<file path="config.mk">
export PLATFORM = sky130hd
export DESIGN_NAME = touch_two_point_calibrate_map
export DESIGN_NICKNAME = d
export VERILOG_FILES = /design/src/rtl/core/tpcm_pkg.sv /design/src/rtl/core/tpcm_div.sv /design/src/rtl/core/touch_two_point_calibrate_map.sv
export SDC_FILE = /design/constraint.sdc
export NUM_CORES = 1
export LEC_CHECK = 0
export BUFFER_PORTS_ARGS = -buffer_cell sky130_fd_sc_hd__buf_2
export CAP_MARGIN = 40
export CORE_MARGIN = 5
export CORE_UTILIZATION = 55
export CTS_CLUSTER_DIAMETER = 60
export DETAILED_ROUTE_END_ITERATION = 6
export GPL_TIMING_DRIVEN = 0
export PLACE_DENSITY = 0.73
export SLEW_MARGIN = 20
export SYNTH_ARGS = -nofsm -noshare
export SYNTH_HDL_FRONTEND = slang
export SYNTH_SLANG_ARGS = --single-unit
</file>
<file path="constraint.sdc">
create_clock -name clock -period 15.5 [get_ports clock]
set_clock_uncertainty 0.05 [all_clocks]
set_input_delay 4.65 -clock clock [delete_from_list [all_inputs] [get_ports clock]]
set_output_delay 4.65 -clock clock [all_outputs]
set_load 0.03 [all_outputs]
</file>
<file path="src/rtl/core/tpcm_pkg.sv">
package tpcm_pkg;

   localparam int unsigned SCREEN_WIDTH    = 320;
   localparam int unsigned SCREEN_HEIGHT   = 240;
   localparam int unsigned SCALE_FRAC_BITS = 16;
   localparam int unsigned MARGIN          = 10;

   localparam int unsigned RAW_W   = 12;
   localparam int unsigned SIZE_W  = 13;
   localparam int unsigned SCALE_W = 20;
   localparam int unsigned TIME_W  = 32;
   localparam int unsigned HOLD_W  = 16;
   localparam int unsigned PHASE_W = 2;
   localparam int unsigned TGTX_W  = 9;
   localparam int unsigned TGTY_W  = 8;
   localparam int unsigned RES_W   = 16;
   localparam int unsigned IDX_W   = 3;
   localparam int unsigned DATA_W  = 32;

   localparam int unsigned PROD_W  = RAW_W + SCALE_W;
   localparam int unsigned MAP_W   = PROD_W + 2;
   localparam int unsigned CNT_W   = $clog2(SCALE_W);
   localparam int unsigned CMP_W   = (SIZE_W + SCALE_FRAC_BITS > RAW_W + SCALE_W) ?
                                     SIZE_W + SCALE_FRAC_BITS : RAW_W + SCALE_W;

   localparam logic [SCALE_W-1:0] SCALE_MAX   = '1;
   localparam logic [SCALE_W-1:0] SCALE_RESET = SCALE_W'(1 << SCALE_FRAC_BITS);
   localparam logic [HOLD_W-1:0]  HOLD_RESET  = HOLD_W'(1000);

   localparam logic [SIZE_W-1:0] SIZE_X = SIZE_W'(SCREEN_WIDTH);
   localparam logic [SIZE_W-1:0] SIZE_Y = SIZE_W'(SCREEN_HEIGHT);

   localparam logic [TGTX_W-1:0] TARGET_X0 = TGTX_W'(MARGIN);
   localparam logic [TGTY_W-1:0] TARGET_Y0 = TGTY_W'(MARGIN);
   localparam logic [TGTX_W-1:0] TARGET_X1 = TGTX_W'(SCREEN_WIDTH - MARGIN);
   localparam logic [TGTY_W-1:0] TARGET_Y1 = TGTY_W'(SCREEN_HEIGHT - MARGIN);

   localparam logic [PHASE_W-1:0] PHASE_FIRST  = 2'd0;
   localparam logic [PHASE_W-1:0] PHASE_SECOND = 2'd1;
   localparam logic [PHASE_W-1:0] PHASE_DONE   = 2'd2;

   localparam logic [IDX_W-1:0] REG_PRESET_SCALE_X  = 3'd0;
   localparam logic [IDX_W-1:0] REG_PRESET_SCALE_Y  = 3'd1;
   localparam logic [IDX_W-1:0] REG_PRESET_OFFSET_X = 3'd2;
   localparam logic [IDX_W-1:0] REG_PRESET_OFFSET_Y = 3'd3;
   localparam logic [IDX_W-1:0] REG_PRESET_VALID    = 3'd4;
   localparam logic [IDX_W-1:0] REG_HOLD_MS         = 3'd5;

   localparam logic signed [MAP_W-1:0] RES_MAX = MAP_W'((1 << (RES_W - 1)) - 1);
   localparam logic signed [MAP_W-1:0] RES_MIN = -RES_MAX - MAP_W'(1);

endpackage

</file>
<file path="src/rtl/core/tpcm_div.sv">
module tpcm_div (
   input  logic                              clock,
   input  logic                              reset,
   input  logic                              start,
   input  logic [tpcm_pkg::SIZE_W-1:0]       size,
   input  logic [tpcm_pkg::RAW_W-1:0]        a,
   input  logic [tpcm_pkg::RAW_W-1:0]        b,
   output logic                              done,
   output logic [tpcm_pkg::SCALE_W-1:0]      scale,
   output logic [tpcm_pkg::RAW_W-1:0]        low
);

   logic                               busy_ff, busy_in;
   logic                               done_ff, done_in;
   logic [tpcm_pkg::CNT_W-1:0]         cnt_ff, cnt_in;
   logic [tpcm_pkg::RAW_W-1:0]         rem_ff, rem_in;
   logic [tpcm_pkg::SCALE_W-1:0]       quot_ff, quot_in;
   logic [tpcm_pkg::RAW_W-1:0]         diff_ff, diff_in;
   logic [tpcm_pkg::RAW_W-1:0]         low_ff, low_in;
   logic [tpcm_pkg::CMP_W-1:0]         num;
   logic                               sat;
   logic [tpcm_pkg::RAW_W:0]           trial;
   logic                               ge;

   always_comb begin
      num     = tpcm_pkg::CMP_W'(size) << tpcm_pkg::SCALE_FRAC_BITS;
      diff_in = diff_ff;
      low_in  = low_ff;
      if (start) begin
         diff_in = (a > b) ? a - b : b - a;
         low_in  = (a < b) ? a : b;
      end
      sat   = num >= (tpcm_pkg::CMP_W'(diff_in) << tpcm_pkg::SCALE_W);
      trial = {rem_ff, quot_ff[tpcm_pkg::SCALE_W-1]};
      ge    = trial >= {1'b0, diff_ff};

      busy_in = busy_ff;
      done_in = 1'b0;
      cnt_in  = cnt_ff;
      rem_in  = rem_ff;
      quot_in = quot_ff;
      if (start) begin
         busy_in = !sat;
         done_in = sat;
         cnt_in  = '0;
         rem_in  = tpcm_pkg::RAW_W'(num >> tpcm_pkg::SCALE_W);
         quot_in = sat ? tpcm_pkg::SCALE_MAX : num[tpcm_pkg::SCALE_W-1:0];
      end else if (busy_ff) begin
         rem_in  = ge ? tpcm_pkg::RAW_W'(trial - {1'b0, diff_ff}) : trial[tpcm_pkg::RAW_W-1:0];
         quot_in = {quot_ff[tpcm_pkg::SCALE_W-2:0], ge};
         cnt_in  = cnt_ff + tpcm_pkg::CNT_W'(1);
         if (cnt_ff == tpcm_pkg::CNT_W'(tpcm_pkg::SCALE_W - 1)) begin
            busy_in = 1'b0;
            done_in = 1'b1;
         end
      end
   end

   always_ff @(posedge clock) begin
      if (reset) begin
         busy_ff <= 1'b0;
         done_ff <= 1'b0;
         cnt_ff  <= '0;
      end else begin
         busy_ff <= busy_in;
         done_ff <= done_in;
         cnt_ff  <= cnt_in;
      end
   end

   always_ff @(posedge clock) begin
      rem_ff  <= rem_in;
      quot_ff <= quot_in;
      diff_ff <= diff_in;
      low_ff  <= low_in;
   end

   assign done  = done_ff;
   assign scale = quot_ff;
   assign low   = low_ff;

endmodule

</file>
<file path="src/rtl/core/touch_two_point_calibrate_map.sv">
// A word is accepted only while the sequencer is idle; csr writes are taken every cycle.
// Uncalibrated words go straight to loading the output; mapped words pass, per axis,
// through the shared multiplier and the saturating subtract before the output is loaded.
// A new word waits until the result is loaded, which may stall on rsp_ready. The word
// that completes calibration adds two divisions of up to 20 steps on the shared divider.
// Synchronous reset clears calibration to phase 0, scales to 1.0, offsets, preset_valid.
module touch_two_point_calibrate_map (
   input  logic                               clock,
   input  logic                               reset,
   input  logic                               req_valid,
   output logic                               req_ready,
   input  logic [tpcm_pkg::RAW_W-1:0]         req_raw_x,
   input  logic [tpcm_pkg::RAW_W-1:0]         req_raw_y,
   input  logic                               req_pen_down,
   input  logic [tpcm_pkg::TIME_W-1:0]        req_now_ms,
   input  logic                               req_restart,
   output logic                               rsp_valid,
   input  logic                               rsp_ready,
   output logic [tpcm_pkg::PHASE_W-1:0]       rsp_phase,
   output logic [tpcm_pkg::TGTX_W-1:0]        rsp_target_x,
   output logic [tpcm_pkg::TGTY_W-1:0]        rsp_target_y,
   output logic                               rsp_point_valid,
   output logic signed [tpcm_pkg::RES_W-1:0]  rsp_screen_x,
   output logic signed [tpcm_pkg::RES_W-1:0]  rsp_screen_y,
   input  logic                               csr_valid,
   output logic                               csr_ready,
   input  logic [tpcm_pkg::IDX_W-1:0]         csr_index,
   input  logic [tpcm_pkg::DATA_W-1:0]        csr_wdata
);

   localparam logic [2:0] ST_IDLE  = 3'd0;
   localparam logic [2:0] ST_DIVS  = 3'd1;
   localparam logic [2:0] ST_DIVW  = 3'd2;
   localparam logic [2:0] ST_MUL   = 3'd3;
   localparam logic [2:0] ST_MAP   = 3'd4;
   localparam logic [2:0] ST_DONE  = 3'd5;

   logic [2:0]                          state_ff, state_in;
   logic                                axis_ff, axis_in;
   logic [tpcm_pkg::PHASE_W-1:0]        cal_phase_ff, cal_phase_in;
   logic [tpcm_pkg::RAW_W-1:0]          first_x_ff, first_x_in;
   logic [tpcm_pkg::RAW_W-1:0]          first_y_ff, first_y_in;
   logic [tpcm_pkg::TIME_W-1:0]         last_change_ms_ff, last_change_ms_in;
   logic [tpcm_pkg::SCALE_W-1:0]        scale_x_ff, scale_x_in;
   logic [tpcm_pkg::SCALE_W-1:0]        scale_y_ff, scale_y_in;
   logic [tpcm_pkg::RAW_W-1:0]          offset_x_ff, offset_x_in;
   logic [tpcm_pkg::RAW_W-1:0]          offset_y_ff, offset_y_in;
   logic [tpcm_pkg::SCALE_W-1:0]        preset_scale_x_ff, preset_scale_x_in;
   logic [tpcm_pkg::SCALE_W-1:0]        preset_scale_y_ff, preset_scale_y_in;
   logic [tpcm_pkg::RAW_W-1:0]          preset_offset_x_ff, preset_offset_x_in;
   logic [tpcm_pkg::RAW_W-1:0]          preset_offset_y_ff, preset_offset_y_in;
   logic                                preset_valid_ff, preset_valid_in;
   logic [tpcm_pkg::HOLD_W-1:0]         hold_ms_ff, hold_ms_in;
   logic [tpcm_pkg::RAW_W-1:0]          raw_x_ff, raw_x_in;
   logic [tpcm_pkg::RAW_W-1:0]          raw_y_ff, raw_y_in;
   logic [tpcm_pkg::PROD_W-1:0]         prod_ff, prod_in;
   logic                                neg_ff, neg_in;
   logic signed [tpcm_pkg::RES_W-1:0]   screen_x_ff, screen_x_in;
   logic signed [tpcm_pkg::RES_W-1:0]   screen_y_ff, screen_y_in;
   logic                                rsp_valid_ff, rsp_valid_in;
   logic [tpcm_pkg::PHASE_W-1:0]        rsp_phase_ff, rsp_phase_in;
   logic [tpcm_pkg::TGTX_W-1:0]         rsp_target_x_ff, rsp_target_x_in;
   logic [tpcm_pkg::TGTY_W-1:0]         rsp_target_y_ff, rsp_target_y_in;
   logic signed [tpcm_pkg::RES_W-1:0]   rsp_screen_x_ff, rsp_screen_x_in;
   logic signed [tpcm_pkg::RES_W-1:0]   rsp_screen_y_ff, rsp_screen_y_in;

   logic                                accept;
   logic [tpcm_pkg::TIME_W-1:0]         elapsed;
   logic                                div_start;
   logic                                div_done;
   logic [tpcm_pkg::SIZE_W-1:0]         div_size;
   logic [tpcm_pkg::RAW_W-1:0]          div_a;
   logic [tpcm_pkg::RAW_W-1:0]          div_b;
   logic [tpcm_pkg::SCALE_W-1:0]        div_scale;
   logic [tpcm_pkg::RAW_W-1:0]          div_low;
   logic [tpcm_pkg::RAW_W-1:0]          map_raw;
   logic [tpcm_pkg::RAW_W-1:0]          map_off;
   logic [tpcm_pkg::SCALE_W-1:0]        map_scale;
   logic [tpcm_pkg::SIZE_W-1:0]         map_size;
   logic [tpcm_pkg::RAW_W:0]            map_diff;
   logic [tpcm_pkg::RAW_W-1:0]          map_mag;
   logic signed [tpcm_pkg::MAP_W-1:0]   map_t;
   logic signed [tpcm_pkg::MAP_W-1:0]   map_r;
   logic signed [tpcm_pkg::RES_W-1:0]   map_sat;
   logic [tpcm_pkg::PHASE_W-1:0]        phase_rep;
   logic                                out_free;

   assign accept    = req_valid && req_ready;
   assign req_ready = (state_ff == ST_IDLE);
   assign csr_ready = 1'b1;
   assign elapsed   = req_now_ms - last_change_ms_ff;
   assign phase_rep = preset_valid_ff ? tpcm_pkg::PHASE_DONE : cal_phase_ff;
   assign out_free  = !rsp_valid_ff || rsp_ready;
   assign div_start = (state_ff == ST_DIVS);

   // The pairing is crossed: the x scale and offset come from the raw y readings.
   assign div_size = axis_ff ? tpcm_pkg::SIZE_Y : tpcm_pkg::SIZE_X;
   assign div_a    = axis_ff ? first_x_ff : first_y_ff;
   assign div_b    = axis_ff ? raw_x_ff : raw_y_ff;

   tpcm_div u_div (
      .clock (clock),
      .reset (reset),
      .start (div_start),
      .size  (div_size),
      .a     (div_a),
      .b     (div_b),
      .done  (div_done),
      .scale (div_scale),
      .low   (div_low)
   );

   always_comb begin
      map_raw   = axis_ff ? raw_y_ff : raw_x_ff;
      map_size  = axis_ff ? tpcm_pkg::SIZE_Y : tpcm_pkg::SIZE_X;
      if (preset_valid_ff) begin
         map_off   = axis_ff ? preset_offset_y_ff : preset_offset_x_ff;
         map_scale = axis_ff ? preset_scale_y_ff : preset_scale_x_ff;
      end else begin
         map_off   = axis_ff ? offset_y_ff : offset_x_ff;
         map_scale = axis_ff ? scale_y_ff : scale_x_ff;
      end
      map_diff = {1'b0, map_raw} - {1'b0, map_off};
      map_mag  = map_diff[tpcm_pkg::RAW_W] ? tpcm_pkg::RAW_W'(-map_diff)
                                           : map_diff[tpcm_pkg::RAW_W-1:0];
      map_t    = $signed(tpcm_pkg::MAP_W'(prod_ff >> tpcm_pkg::SCALE_FRAC_BITS));
      map_r    = neg_ff ? $signed(tpcm_pkg::MAP_W'(map_size)) + map_t
                        : $signed(tpcm_pkg::MAP_W'(map_size)) - map_t;
      if (map_r > tpcm_pkg::RES_MAX) begin
         map_sat = tpcm_pkg::RES_W'(tpcm_pkg::RES_MAX);
      end else if (map_r < tpcm_pkg::RES_MIN) begin
         map_sat = tpcm_pkg::RES_W'(tpcm_pkg::RES_MIN);
      end else begin
         map_sat = map_r[tpcm_pkg::RES_W-1:0];
      end
   end

   always_comb begin
      preset_scale_x_in  = preset_scale_x_ff;
      preset_scale_y_in  = preset_scale_y_ff;
      preset_offset_x_in = preset_offset_x_ff;
      preset_offset_y_in = preset_offset_y_ff;
      preset_valid_in    = preset_valid_ff;
      hold_ms_in         = hold_ms_ff;
      if (csr_valid && csr_ready) begin
         unique case (csr_index)
            tpcm_pkg::REG_PRESET_SCALE_X: begin
               preset_scale_x_in = csr_wdata[tpcm_pkg::SCALE_W-1:0];
            end
            tpcm_pkg::REG_PRESET_SCALE_Y: begin
               preset_scale_y_in = csr_wdata[tpcm_pkg::SCALE_W-1:0];
            end
            tpcm_pkg::REG_PRESET_OFFSET_X: begin
               preset_offset_x_in = csr_wdata[tpcm_pkg::RAW_W-1:0];
            end
            tpcm_pkg::REG_PRESET_OFFSET_Y: begin
               preset_offset_y_in = csr_wdata[tpcm_pkg::RAW_W-1:0];
            end
            tpcm_pkg::REG_PRESET_VALID: begin
               preset_valid_in = csr_wdata[0];
            end
            tpcm_pkg::REG_HOLD_MS: begin
               hold_ms_in = csr_wdata[tpcm_pkg::HOLD_W-1:0];
            end
            default: begin
            end
         endcase
      end
   end

   always_comb begin
      state_in          = state_ff;
      axis_in           = axis_ff;
      cal_phase_in      = cal_phase_ff;
      first_x_in        = first_x_ff;
      first_y_in        = first_y_ff;
      last_change_ms_in = last_change_ms_ff;
      scale_x_in        = scale_x_ff;
      scale_y_in        = scale_y_ff;
      offset_x_in       = offset_x_ff;
      offset_y_in       = offset_y_ff;
      raw_x_in          = raw_x_ff;
      raw_y_in          = raw_y_ff;
      prod_in           = prod_ff;
      neg_in            = neg_ff;
      screen_x_in       = screen_x_ff;
      screen_y_in       = screen_y_ff;
      rsp_valid_in      = rsp_valid_ff && !rsp_ready;
      rsp_phase_in      = rsp_phase_ff;
      rsp_target_x_in   = rsp_target_x_ff;
      rsp_target_y_in   = rsp_target_y_ff;
      rsp_screen_x_in   = rsp_screen_x_ff;
      rsp_screen_y_in   = rsp_screen_y_ff;

      unique case (state_ff)
         ST_IDLE: begin
            if (accept) begin
               raw_x_in = req_raw_x;
               raw_y_in = req_raw_y;
               axis_in  = 1'b0;
               state_in = preset_valid_ff ? ST_MUL : ST_DONE;
               if (req_restart) begin
                  cal_phase_in = tpcm_pkg::PHASE_FIRST;
                  state_in     = preset_valid_ff ? ST_MUL : ST_DONE;
               end else if (!preset_valid_ff) begin
                  if (cal_phase_ff == tpcm_pkg::PHASE_FIRST) begin
                     if (req_pen_down) begin
                        first_x_in        = req_raw_x;
                        first_y_in        = req_raw_y;
                        last_change_ms_in = req_now_ms;
                        cal_phase_in      = tpcm_pkg::PHASE_SECOND;
                     end
                  end else if (cal_phase_ff == tpcm_pkg::PHASE_SECOND) begin
                     if (req_pen_down && elapsed > tpcm_pkg::TIME_W'(hold_ms_ff)) begin
                        last_change_ms_in = req_now_ms;
                        cal_phase_in      = tpcm_pkg::PHASE_DONE;
                        state_in          = ST_DIVS;
                     end
                  end else begin
                     state_in = ST_MUL;
                  end
               end
            end
         end
         ST_DIVS: begin
            state_in = ST_DIVW;
         end
         ST_DIVW: begin
            if (div_done) begin
               if (axis_ff) begin
                  scale_y_in  = div_scale;
                  offset_y_in = div_low;
                  axis_in     = 1'b0;
                  state_in    = ST_MUL;
               end else begin
                  scale_x_in  = div_scale;
                  offset_x_in = div_low;
                  axis_in     = 1'b1;
                  state_in    = ST_DIVS;
               end
            end
         end
         ST_MUL: begin
            prod_in  = tpcm_pkg::PROD_W'(map_mag) * tpcm_pkg::PROD_W'(map_scale);
            neg_in   = map_diff[tpcm_pkg::RAW_W];
            state_in = ST_MAP;
         end
         ST_MAP: begin
            if (axis_ff) begin
               screen_y_in = map_sat;
               axis_in     = 1'b0;
               state_in    = ST_DONE;
            end else begin
               screen_x_in = map_sat;
               axis_in     = 1'b1;
               state_in    = ST_MUL;
            end
         end
         ST_DONE: begin
            if (out_free) begin
               rsp_valid_in = 1'b1;
               rsp_phase_in = phase_rep;
               if (phase_rep == tpcm_pkg::PHASE_FIRST) begin
                  rsp_target_x_in = tpcm_pkg::TARGET_X0;
                  rsp_target_y_in = tpcm_pkg::TARGET_Y0;
                  rsp_screen_x_in = '0;
                  rsp_screen_y_in = '0;
               end else if (phase_rep == tpcm_pkg::PHASE_SECOND) begin
                  rsp_target_x_in = tpcm_pkg::TARGET_X1;
                  rsp_target_y_in = tpcm_pkg::TARGET_Y1;
                  rsp_screen_x_in = '0;
                  rsp_screen_y_in = '0;
               end else begin
                  rsp_target_x_in = '0;
                  rsp_target_y_in = '0;
                  rsp_screen_x_in = screen_x_ff;
                  rsp_screen_y_in = screen_y_ff;
               end
               state_in = ST_IDLE;
            end
         end
         default: begin
            state_in = ST_IDLE;
         end
      endcase
   end

   always_ff @(posedge clock) begin
      if (reset) begin
         state_ff           <= ST_IDLE;
         axis_ff            <= 1'b0;
         cal_phase_ff       <= tpcm_pkg::PHASE_FIRST;
         first_x_ff         <= '0;
         first_y_ff         <= '0;
         last_change_ms_ff  <= '0;
         scale_x_ff         <= tpcm_pkg::SCALE_RESET;
         scale_y_ff         <= tpcm_pkg::SCALE_RESET;
         offset_x_ff        <= '0;
         offset_y_ff        <= '0;
         preset_scale_x_ff  <= tpcm_pkg::SCALE_RESET;
         preset_scale_y_ff  <= tpcm_pkg::SCALE_RESET;
         preset_offset_x_ff <= '0;
         preset_offset_y_ff <= '0;
         preset_valid_ff    <= 1'b0;
         hold_ms_ff         <= tpcm_pkg::HOLD_RESET;
         rsp_valid_ff       <= 1'b0;
      end else begin
         state_ff           <= state_in;
         axis_ff            <= axis_in;
         cal_phase_ff       <= cal_phase_in;
         first_x_ff         <= first_x_in;
         first_y_ff         <= first_y_in;
         last_change_ms_ff  <= last_change_ms_in;
         scale_x_ff         <= scale_x_in;
         scale_y_ff         <= scale_y_in;
         offset_x_ff        <= offset_x_in;
         offset_y_ff        <= offset_y_in;
         preset_scale_x_ff  <= preset_scale_x_in;
         preset_scale_y_ff  <= preset_scale_y_in;
         preset_offset_x_ff <= preset_offset_x_in;
         preset_offset_y_ff <= preset_offset_y_in;
         preset_valid_ff    <= preset_valid_in;
         hold_ms_ff         <= hold_ms_in;
         rsp_valid_ff       <= rsp_valid_in;
      end
   end

   always_ff @(posedge clock) begin
      raw_x_ff        <= raw_x_in;
      raw_y_ff        <= raw_y_in;
      prod_ff         <= prod_in;
      neg_ff          <= neg_in;
      screen_x_ff     <= screen_x_in;
      screen_y_ff     <= screen_y_in;
      rsp_phase_ff    <= rsp_phase_in;
      rsp_target_x_ff <= rsp_target_x_in;
      rsp_target_y_ff <= rsp_target_y_in;
      rsp_screen_x_ff <= rsp_screen_x_in;
      rsp_screen_y_ff <= rsp_screen_y_in;
   end

   assign rsp_valid       = rsp_valid_ff;
   assign rsp_phase       = rsp_phase_ff;
   assign rsp_target_x    = rsp_target_x_ff;
   assign rsp_target_y    = rsp_target_y_ff;
   assign rsp_point_valid = (rsp_phase_ff == tpcm_pkg::PHASE_DONE);
   assign rsp_screen_x    = rsp_screen_x_ff;
   assign rsp_screen_y    = rsp_screen_y_ff;

endmodule
</file>
# Yosys cells after proc, flatten, opt, wreduce, memory -nomap -nowiden
# Cells that the tools add are included.
[word_totals]
reg_bits = 411
[op_classes]
n_eq_ne = 20
add_sub_neg = 9
magnitude_cmp = 7
n_bitwise = 3
reduce_logical = 36
n_mux = 60
mul = 1
[op_table]
columns = ["cell", "n"]
rows = [
  ["12-bit two-way mux", 11],
  ["32-bit two-way mux", 4],
  ["20-bit two-way mux", 6],
  ["9-bit two-way mux", 4],
  ["12-bit subtractor", 3],
  ["34-bit by 16-bit > comparator with 1-bit output, second input constant", 1],
  ["34-bit by 16-bit < comparator with 1-bit output, second input constant", 1],
  ["34-bit two-way mux", 1],
  ["25-bit by 32-bit >= comparator with 1-bit output", 1],
  ["32-bit by 16-bit > comparator with 1-bit output", 1],
  ["12-bit by 20-bit multiplier with 32-bit output", 1],
  ["16-bit two-way mux", 2],
  ["32-bit subtractor", 1],
  ["3-bit two-way mux", 10],
  ["2-bit AND reduction", 10],
  ["3-bit one-hot mux with 6 select lines", 1],
  ["9-bit by 16-bit adder with 17-bit output", 1],
  ["9-bit by 16-bit subtractor with 17-bit output", 1],
  ["2-bit two-way mux", 8],
  ["13-bit by 12-bit >= comparator with 1-bit output", 1],
  ["12-bit by 12-bit subtractor with 13-bit output", 1],
  ["3-bit by 2-bit equality test with 1-bit output, second input constant", 4],
  ["3-bit equality test, second input constant", 4],
  ["12-bit > comparator", 1],
  ["other kinds (25)", 57],
]

# Depth between registers and ports, before layout
# Gate-level depths: netlist (run 1).
[logic_depth]
ltp_word = 10
mapped_depth = 39
depth_no_buf = 33

# Modules after synthesis
# Synthesis (run 1) repeated with hierarchy kept, for this count alone.
[unflattened]
hier_cells = 3249
area_unflattened_um2 = 28775.1
[modules_own_cells]
columns = ["module", "seq_area_each_um2", "cells_per_inst", "area_per_inst_um2", "n_inst"]
rows = [
  ["touch_two_point_calibrate_map", 7467.2, 2746, 24033.0, 1],
  ["tpcm_div", 1671.6, 503, 4742.0, 1],
]

# Worst setup path before layout (run 1)
# OpenSTA, ideal clock, no wires.
[synth_path]
path_type = "register to register"
from = "register axis_ff"
to = "register prod_ff[31] in the netlist's numbering (data pin)"
stages_incl_launch_ff = 36
required_time_ns = 15.190
arrival_time_ns = 10.559
slack_ns = 4.631
cell_sequence = "dfxtp_1 > buf_1 > clkbuf_1 > clkbuf_1 > buf_1 > mux2_2 > ha_1 > nor2b_1 > o21ai_1 > nor3b_1 > nor2_1 > or3_1 > or4b_1 > o41ai_1 > xnor2_1 > xnor2_1 > clkbuf_1 > nor2b_1 > fa_1 > inv_1 > fa_1 > fa_1 > fa_1 > fa_1 > inv_1 > ha_1 > clkbuf_1 > nand4_1 > nor4_1 > nand2_1 > or3_1 > o2111ai_1 > a21oi_1 > o31ai_1 > a21oi_1 > xnor2_1"
[synth_between]
elab_chain_len = 6
word_cells_on_any_way = 11
classes_between = "add/sub: 2; mul: 1; mux: 8"
[synth_rtl]
columns = ["element", "line_no", "source"]
rows = [
  ["start, declared", "touch_two_point_calibrate_map.sv:39", "logic axis_ff, axis_in;"],
  ["start signal, assigned", "touch_two_point_calibrate_map.sv:309", "axis_ff <= axis_in;"],
  ["12-bit two-way mux (on tied branches)", "touch_two_point_calibrate_map.sv:120, touch_two_point_calibrate_map.sv:117", ""],
  ["12-bit two-way mux", "touch_two_point_calibrate_map.sv:116", "if (preset_valid_ff) begin"],
  ["12-bit by 12-bit subtractor with 13-bit output", "touch_two_point_calibrate_map.sv:123", "map_diff = {1'b0, map_raw} - {1'b0, map_off};"],
  ["12-bit negator", "touch_two_point_calibrate_map.sv:124", "map_mag = map_diff[tpcm_pkg::RAW_W] ? tpcm_pkg::RAW_W'(-map_diff)"],
  ["12-bit two-way mux", "touch_two_point_calibrate_map.sv:124", ""],
  ["12-bit by 20-bit multiplier with 32-bit output *", "touch_two_point_calibrate_map.sv:244", "prod_in = tpcm_pkg::PROD_W'(map_mag) * tpcm_pkg::PROD_W'(map_scale);"],
  ["end signal, assigned", "touch_two_point_calibrate_map.sv:331", "prod_ff <= prod_in;"],
  ["end, declared", "touch_two_point_calibrate_map.sv:56", "logic [tpcm_pkg::PROD_W-1:0] prod_ff, prod_in;"],
]
# Every way passes the cells marked *; elsewhere a longest branch is shown, timed or not.
# A chain may end at the register's enable or synchronous reset.

# Final worst setup path (run 1)
[layout_path]
from = "register axis_ff"
to = "register prod_ff[31] in the netlist's numbering (data pin)"
[layout_between]
word_cells_on_any_way = 11
classes_between = "add/sub: 2; mul: 1; mux: 8"
[layout_rtl]
columns = ["element", "line_no", "source"]
rows = [
  ["12-bit two-way mux (on tied branches)", "touch_two_point_calibrate_map.sv:120, touch_two_point_calibrate_map.sv:117", ""],
  ["12-bit two-way mux", "touch_two_point_calibrate_map.sv:116", ""],
  ["12-bit by 12-bit subtractor with 13-bit output *", "touch_two_point_calibrate_map.sv:123", ""],
  ["net map_diff, one bit", "touch_two_point_calibrate_map.sv:80", "logic [tpcm_pkg::RAW_W:0] map_diff;"],
  ["12-bit two-way mux *", "touch_two_point_calibrate_map.sv:124", ""],
  ["12-bit by 20-bit multiplier with 32-bit output *", "touch_two_point_calibrate_map.sv:244", ""],
]
# Mark *: on every way through the listed nets, which the timed path passes. The rest lies on a longest branch.

==> results.md, run 1 <==
Power and ir drop:
- VDD sags by at most 0.000115 V.
- For this design the static power due to leakage is 12.9 nW.
- The post-layout total power is 4.78 mW.
- For this design the ratio of total power to cell area is 151 nW/um^2.

Logic synthesis:
- The area share of the largest cell type after synthesis is 16.2%.
- The sequential fraction of the synthesis area is 32.3%.
- The share of cell area taken by muxes after synthesis is 6.66%.
- The largest family of logic cells by synthesized area is adder cells.
- The synthesized design contains 151 enable-type register cells.
- The xor/xnor share of the synthesized area is 2.53%.
- By area the synthesized netlist is led by sky130_fd_sc_hd__dfxtp_1 (16%), sky130_fd_sc_hd__edfxtp_1 (16%), sky130_fd_sc_hd__fa_1 (13%).
- The largest total area in the synthesized netlist belongs to sky130_fd_sc_hd__dfxtp_1.
- During synthesis, Yosys emitted a total of 0 warnings.
- Yosys mapped the design onto 89 distinct sky130hd cell types.
- After synthesis the netlist holds a flip-flop and latch count of 381.
- The average footprint of a synthesized cell is 8.86 sq um.
- The most frequently used flop master after synthesis is sky130_fd_sc_hd__dfxtp_1.
- Summing the areas of all fa, ha and maj instances in the mapped netlist gives 20.8% of the synthesized area.
- Counting flops with an async set or reset pin after synthesis yields a share of 0%.
- The commonest cells after synthesis are sky130_fd_sc_hd__nand2_1 (586), sky130_fd_sc_hd__inv_1 (361), sky130_fd_sc_hd__a21oi_1 (279).
- In the synthesized netlist, the number of instances is 3197.
- The simple-gate portion of the synthesized area is 18.2%.
- The post-synthesis instance area is 28300 sq um.
- Summing the areas of all compound-gate instances in the mapped netlist gives 12.0% of the synthesized area.
- sky130_fd_sc_hd__nand2_1 is the most common cell in the netlist.

Clock network:
- The clock root buffer is sky130_fd_sc_hd__clkbuf_16.
- The clock slew at the register clock pins of the worst setup and hold paths is 0.06 ns.
- The number of buffers inserted for hold repair after clock tree synthesis is 0.
- The source-to-sink clock delay at the later pin of the worst-skew pair is 0.60 ns.
- The clock sink total is 381.
- The number of CTS-inserted buffers is 45.
- TritonCTS built the clock tree.
- The H-tree depth is 2.
- The number of setup buffers added after CTS is 0.
- In this run the deepest clock path goes through 3 buffers.
- Once the clock tree was built, the resizer swapped 0 gates to a different size.

Floorplanning:
- The floorplan die height is 237 um.
- The effective utilization at floorplan is 55.3%.
- The total core area is 51200 sq um.
- The initialized floorplan defines 83 standard-cell rows.
- The number of I/O pins is 153.
- The die covers 56200 sq um.
- The width of the chip is 237 um.

Detailed routing:
- Dividing the detail-routed via count by the number of cells gives 5.67.
- The met2 layer wire length in the routed design is 37400 um.
- The detailed-routing wirelength on met1 is 31700 um.
- The count of nets left with antenna violations after detail routing is 0.
- The detailed router used layers up to and including met5.
- The routed layout has 23.4k vias.
- The residual DRC count is 0.
- The iteration count of the initial detailed-routing pass is 7.
- The length of routed met3 wiring is 5460 um.
- The wire length after detailed routing is 78600 um.
- The post-detailed-route wirelength per cell is 19.1 um.
- The first routing iteration left 1564 violations.

Final layout:
- The final standard cell count with taps included and fillers excluded is 4124.
- The final net count is 3857.
- The layout filler cell count is 4376.
- The area occupied by registers is 9140 sq um.
- The utilization after layout is 61.7%.
- The ratio of cells with drive above 1 in the final layout is 10.1%.
- The area growth from synthesis to layout is 11.5%.
- Summing all multi-input logic gate instances after layout gives 17100 sq um.

Global routing:
- Entering global routing, the biggest net connects 32 pins.
- The first global-routing pass estimated 123000 um of wire.
- After global routing the overflow that remains totals 0.
- The initial antenna violation count came to 11.
- In the global route stage, overall resource usage came out at 27.3%.
- The number of global-route vias before repair is 23.6k.

STA:
- The number of slew-limit violations in the final report is 0.
- Setup repair after global routing left no endpoint under its margin.
- The total count of hold-check failures in the final report was 0.
- Headroom to the max-slew limit came out at 41.2%.
- The final number of setup-violating endpoints is 0.
- The setup TNS is 0 ns.
- Derived from the worst setup path, the maximum achievable clock frequency is 74.8 MHz.
- The clock period could shrink to 13.36 ns.
- After layout, the worst path uses 86.2% of the clock period.
- At the pin with the least slew margin, the transition time is 0.860 ns.

Setup path:
- The endpoint kind of the worst setup timing path is a flip-flop.
- The data arrival time of the critical path is 13.65 ns.
- The family of cells with the greatest summed delay on the critical path is buffers and inverters.
- The worst setup path category is flip-flop to flip-flop.
- The count of buffering cells on the critical path with inverters included is 12.
- The peak per-stage delay on the critical path is 0.83 ns.
- Data on the critical path is required at its endpoint by 15.79 ns.
- The element type at the critical path start is a flip-flop.
- The cell with the largest stage delay on the worst path is sky130_fd_sc_hd__dfxtp_1.
- The largest fanout on the critical path is 12.

Placed design:
- Once detailed placement completed, the half-perimeter wirelength came to 61800 um.
- Counting tap cells, the placed design contains a total of 4029 instances.
- Routability-driven placement finished with a final weighted congestion of 0.961.
- The number of buffers inserted by port buffering is 131.

Status:
- The run finished with clean final reports.

Hold path:
- The tightest min-delay check is of the flip-flop to flip-flop type.

Job:
- Max-cap violations in this run came to 0.
==> where the power goes <==
part / total [mW] / internal [mW] / leakage, nW / switching (mW)
Combinational: 2.35 / 0.824 / 8.92 / 1.53
Clock: 1.08 / 0.627 / 0.746 / 0.453
Sequential: 1.35 / 1.26 / 3.27 / 0.0897
==> cells by family (layout without fill, tap and decap cells) <==
group,Yosys count,after routing
AOI/OAI and AO/OA,566,566
xor gates and xnor gates,82,82
adders and majority gates,360,360
buffers and inverters,542,777
DFF,381,381
muxes,153,153
other,2,14
and+or+nand+nor,1111,1111
==> worst register-to-register path, delay by kind of cell, from the launching register on <==
family,cells,cell delay (ns)
buffers and inverters,12,4.16
adders and majority gates,7,3.26
and+or+nand+nor,7,1.85
AOI/OAI and AO/OA,8,1.81
DFF,1,0.83
xor gates and xnor gates,2,0.67
muxes,1,0.46
==> metal layers <==
layer	up-vias	GRT usage, %
li1	11019	-
met1	11278	33.9
met2	859	46.2
met3	226	4.74
met4	8	13.0
met5	-	0
==> state kept, by name, summed over array words and instances, names as in the netlist, 16 cells and up <==
name,cells
rsp_screen_x,16
preset_scale_y_ff,20
last_change_ms_ff,32
scale_y_ff,20
rsp_screen_y,16
screen_x_ff,16
hold_ms_ff,16
prod_ff,16
screen_y_ff,16
preset_scale_x_ff,20
scale_x_ff,20
u_div.scale,20
==> cell type report <==
class | count | area share, %
well taps | 680 | 2.69
flip-flops and latches | 381 | 28.9
diodes | 8 | 0.0634
plain buffers | 180 | 2.49
multi-input cells | 2278 | 54.1
clock buffers | 51 | 3.77
clock inverters | 33 | 0.986
inverters | 362 | 4.30
repair buffers | 151 | 2.68
==> cells in the final DEF, fill, tap and decap left out, types with 32 or more instances in the layout <==
cell	synthesis	final
sky130_fd_sc_hd__clkbuf_16	0	46
sky130_fd_sc_hd__xnor2_1	47	47
sky130_fd_sc_hd__dfxtp_1	230	230
sky130_fd_sc_hd__ha_1	175	175
sky130_fd_sc_hd__clkbuf_1	137	140
sky130_fd_sc_hd__a21oi_1	279	279
sky130_fd_sc_hd__o21ai_0	95	95
sky130_fd_sc_hd__inv_1	361	360
sky130_fd_sc_hd__a21o_1	36	36
sky130_fd_sc_hd__nand2b_1	107	107
sky130_fd_sc_hd__fa_1	185	185
sky130_fd_sc_hd__nor3_1	34	32
sky130_fd_sc_hd__nand2_1	586	586
sky130_fd_sc_hd__xor2_1	35	35
sky130_fd_sc_hd__and2_1	55	55
sky130_fd_sc_hd__mux2i_1	102	102
sky130_fd_sc_hd__nor2_1	140	137
sky130_fd_sc_hd__buf_2	7	143
sky130_fd_sc_hd__nor2b_1	46	46
sky130_fd_sc_hd__edfxtp_1	151	151
sky130_fd_sc_hd__nand4_1	33	33
==> path summary, 6_finish.rpt <==
path / start / to / slack, ns / cells past startpoint
max: axis_ff / prod_ff[31] / 2.14 / 37
min: preset_scale_x_ff[6] / preset_scale_x_ff[6] / 0.40 / 2
min reg2reg: preset_scale_x_ff[6] / preset_scale_x_ff[6] / 0.40 / 2
max reg2reg: axis_ff / prod_ff[31] / 2.14 / 37
==> per-stage QoR <==
stage          worst slack, ns  instance area [sq um]  hold slack [ns]
2_1_floorplan             4.63                  28400            0.375
3_3_place_gp              2.01                  29900            0.388
3_5_place_dp              2.21                  30100            0.393
4_1_cts                   2.19                  31600            0.403
5_1_grt                   1.38                  31600            0.420
6_report                  2.14                  31600            0.403
(Power assumes the default switching activity.)
==> run 2, diff against run 1 <==
--- a/config.mk
+++ b/config.mk
@@ -5,14 +5,14 @@
 export SDC_FILE = /design/constraint.sdc
 export NUM_CORES = 1
 export LEC_CHECK = 0
-export BUFFER_PORTS_ARGS = -buffer_cell sky130_fd_sc_hd__buf_2
 export CAP_MARGIN = 40
 export CORE_MARGIN = 5
 export CORE_UTILIZATION = 55
 export CTS_CLUSTER_DIAMETER = 60
 export DETAILED_ROUTE_END_ITERATION = 6
+export DONT_BUFFER_PORTS = 1
 export GPL_TIMING_DRIVEN = 0
-export PLACE_DENSITY = 0.73
+export PLACE_DENSITY = 0.7
 export SLEW_MARGIN = 20
 export SYNTH_ARGS = -nofsm -noshare
 export SYNTH_HDL_FRONTEND = slang
==> results.md, run 2 (same netlist as run 1, synthesis figures left out) <==
Status:
- The flow ran to the end, but the final reports show violations.
- The checks that failed: DRC.

STA:
- Measured against its own limit, the worst slew margin works out to 36.2%.
- Setup violations remaining at the end of the flow were counted as 0.
- The number of slew-limit violations in the final report is 0.
- Summed over all failing endpoints, the final setup total negative slack is 0 ns.
- The final critical path time including I/O delays and setup is 13.45 ns.
- Setup repair after global routing left no endpoint under its margin.
- The fraction of the cycle the final worst path needs is 86.8%.
- The total count of hold-check failures in the final report was 0.
- For the pin with the worst max-slew slack, the measured transition is 0.933 ns.
- Based on the critical path, the design can be clocked at up to 74.4 MHz.

Floorplanning:
- In this run the standard cell core region covers 51200 sq um.
- The die is 237 um tall.
- The die is 237 um wide.
- For this design the top-level I/O count stands at 153.
- The die footprint is 56200 sq um.
- In this run the core area contains 83 standard-cell rows.
- The effective utilization at floorplan is 55.3%.

Final layout:
- Summing all multi-input logic gate instances after layout gives 17100 sq um.
- The largest register by flop count is last_change_ms_ff.
- The layout has 4471 filler cells.
- The area of all placed cells without fillers is 30800 sq um.
- Registers take 9140 sq um.
- Compared with the post-synthesis result, the final layout area differs by 8.83%.
- For this run, the number of standard cells in the final layout without fillers is 3984.
- The number of antenna diodes in the final layout is 0.
- In the layout the commonest cells are sky130_fd_sc_hd__nand2_1 (586), sky130_fd_sc_hd__inv_1 (360), sky130_fd_sc_hd__a21oi_1 (279), sky130_fd_sc_hd__dfxtp_1 (230), sky130_fd_sc_hd__fa_1 (185).
- In the final layout, the share of cells above drive strength 1 is 6.36%.
- For this run, the post-layout net count is 3728.
- Cells fill 60.2% of the core in the end.
- The register with the most flip-flops in the layout has 32 of them.
- The most common cell after layout, fill and taps aside is sky130_fd_sc_hd__nand2_1.

Setup path:
- The endpoint kind of the worst setup timing path is a flip-flop.
- The worst setup slack for register-to-register paths is 2.05 ns.
- Of all nets on the critical path, the largest fanout is 12.
- The peak per-stage delay on the critical path is 0.84 ns.
- The data arrival time of the critical path is 13.71 ns.
- The depth of the worst register-to-register path is 38.
- For the worst setup path, the data required time is 15.76 ns.
- By startpoint and endpoint, the worst setup path is classified as flip-flop to flip-flop.
- For this design, the slowest cell found on the critical path is sky130_fd_sc_hd__dfxtp_1.
- The element type at the critical path start is a flip-flop.
- Counting stages on the worst path, the most repeated cell is sky130_fd_sc_hd__fa_1.

Hold path:
- The path class of the lowest-slack min-delay path is flip-flop to flip-flop.
- The number of instances on the worst hold path is 2.

Global routing:
- The initial antenna violation count is 0.
- Across every metal layer, demand over resource in global routing totals 27.0%.
- The first global-routing pass estimated 122000 um of wire.
- The number of global-route vias before repair was 23.0k.
- The remaining global-route overflow is 0.
- Entering global routing, the biggest net connects 31 pins.

Power and ir drop:
- Of the total power, combinational logic draws 49.3%.
- The maximum vdd drop is 0.000110 V.
- Power spread over the standard cell area amounts to 152 nW/um^2.
- The internal power is 2.62 mW.
- The post-layout total power is 4.67 mW.
- The switching power is 2.05 mW.
- The clock network power share is 21.4%.
- For this design the static power due to leakage is 12.3 nW.
- The sequential cell fraction of total power is 29.3%.
- In this run switching power makes up 43.9% of total power.

Detailed routing:
- The residual DRC count is 1.
- In the final routed layout, each cell accounts on average for 19.5 um.
- The iteration count of the initial detailed-routing pass is 7.
- The via count is 22.8k.
- The count of routing violations after the opening detailed-route iteration is 1422.
- Summed over all layers, the routed wires come to 77600 um.
- In the routed layout, each cell is associated on average with a via count of 5.72.
- The count of nets left with antenna violations after detail routing is 0.

Clock network:
- The clock sink total is 381.
- At the later pin of the worst-skew pair, clock insertion delay measures 0.60 ns.
- The clock root buffer is sky130_fd_sc_hd__clkbuf_16.
- After clock tree synthesis, the clock-pin slew on the worst setup and hold paths is 0.06 ns.
- Post-CTS repair changed the size of 0 cells.
- The clock tree from TritonCTS is yes.
- Buffers added to address setup during post-CTS repair amount to 0.
- In this run the deepest clock path goes through 3 buffers.
- The number of CTS-inserted buffers is 44.
- The number of buffers inserted for hold repair after clock tree synthesis is 0.
- The H-tree depth is 2.

Placed design:
- The instance count after placement with tap cells included is 3897.
- Summing all placed instances gives a cell area of 29400 sq um.
- The number of buffers inserted by port buffering is 0.
- The final weighted congestion in routability-driven placement is 0.965.
- The half-perimeter wire length after detailed placement is 61200 um.

Job:
- Across the run, the number of max-cap violations was 0.
==> run 2: changes by cell type in the layout (fill, tap and decap cells not counted), moves of 3 or more <==
cell,previous run,this run
sky130_fd_sc_hd__buf_2,143,14
sky130_fd_sc_hd__diode_2,8,0
sky130_fd_sc_hd__clkinv_2,11,5
sky130_fd_sc_hd__clkbuf_1,140,145
sky130_fd_sc_hd__bufinv_16,4,1
==> run 2: per-layer routing <==
metal  vias up  routed length, um  GRT usage [%]
met5         -                  0              0
met4         0               3620           11.1
met3       200               5540           5.44
met2       793              37400           46.1
met1     11029              31100           33.6
li1      10755                  -              -
==> run 2: per-stage QoR <==
step                      hold slack, ns  setup slack [ns]
after floorplan                    0.375              4.63
after global placement             0.389              1.92
after detailed placement           0.395              1.94
after CTS                          0.403              1.90
after global routing               0.418              1.32
final                              0.404              2.05
==> run 2: final timing paths <==
path	start	endpoint
setup reg to reg	axis_ff	prod_ff[31]
hold / removal	scale_y_ff[7]	scale_y_ff[7]
setup / recovery	axis_ff	prod_ff[31]
hold reg to reg	scale_y_ff[7]	scale_y_ff[7]
==> run 2: power groups by stage <==
stage,Combinational (mW),Sequential [mW],Clock [mW]
global placement,2.17,1.38,0
detailed placement,2.26,1.38,0
CTS,2.27,1.37,1.02
finish,2.31,1.37,1.00
floorplan,1.63,1.35,0
global route,2.53,1.38,1.06
==> run 2: cell type report <==
type	count	share of cell area, %
Buffer	180	2.55
Clock buffer	54	3.76
Clock inverter	26	0.771
Inverter	362	4.41
Multi-Input combinational cell	2278	55.5
Sequential cell	381	29.6
Tap cell	680	2.76
Timing Repair Buffer	23	0.669
==> run 2: worst max-delay path: cells and delay by family (launching register included) <==
family | cells | cell delay, ns
xor gates and xnor gates | 2 | 0.71
adders and majority gates | 8 | 3.43
buffers and inverters | 12 | 4.06
DFF | 1 | 0.84
AOI/OAI and AO/OA | 8 | 1.92
muxes | 1 | 0.48
and+or+nand+nor | 7 | 1.66
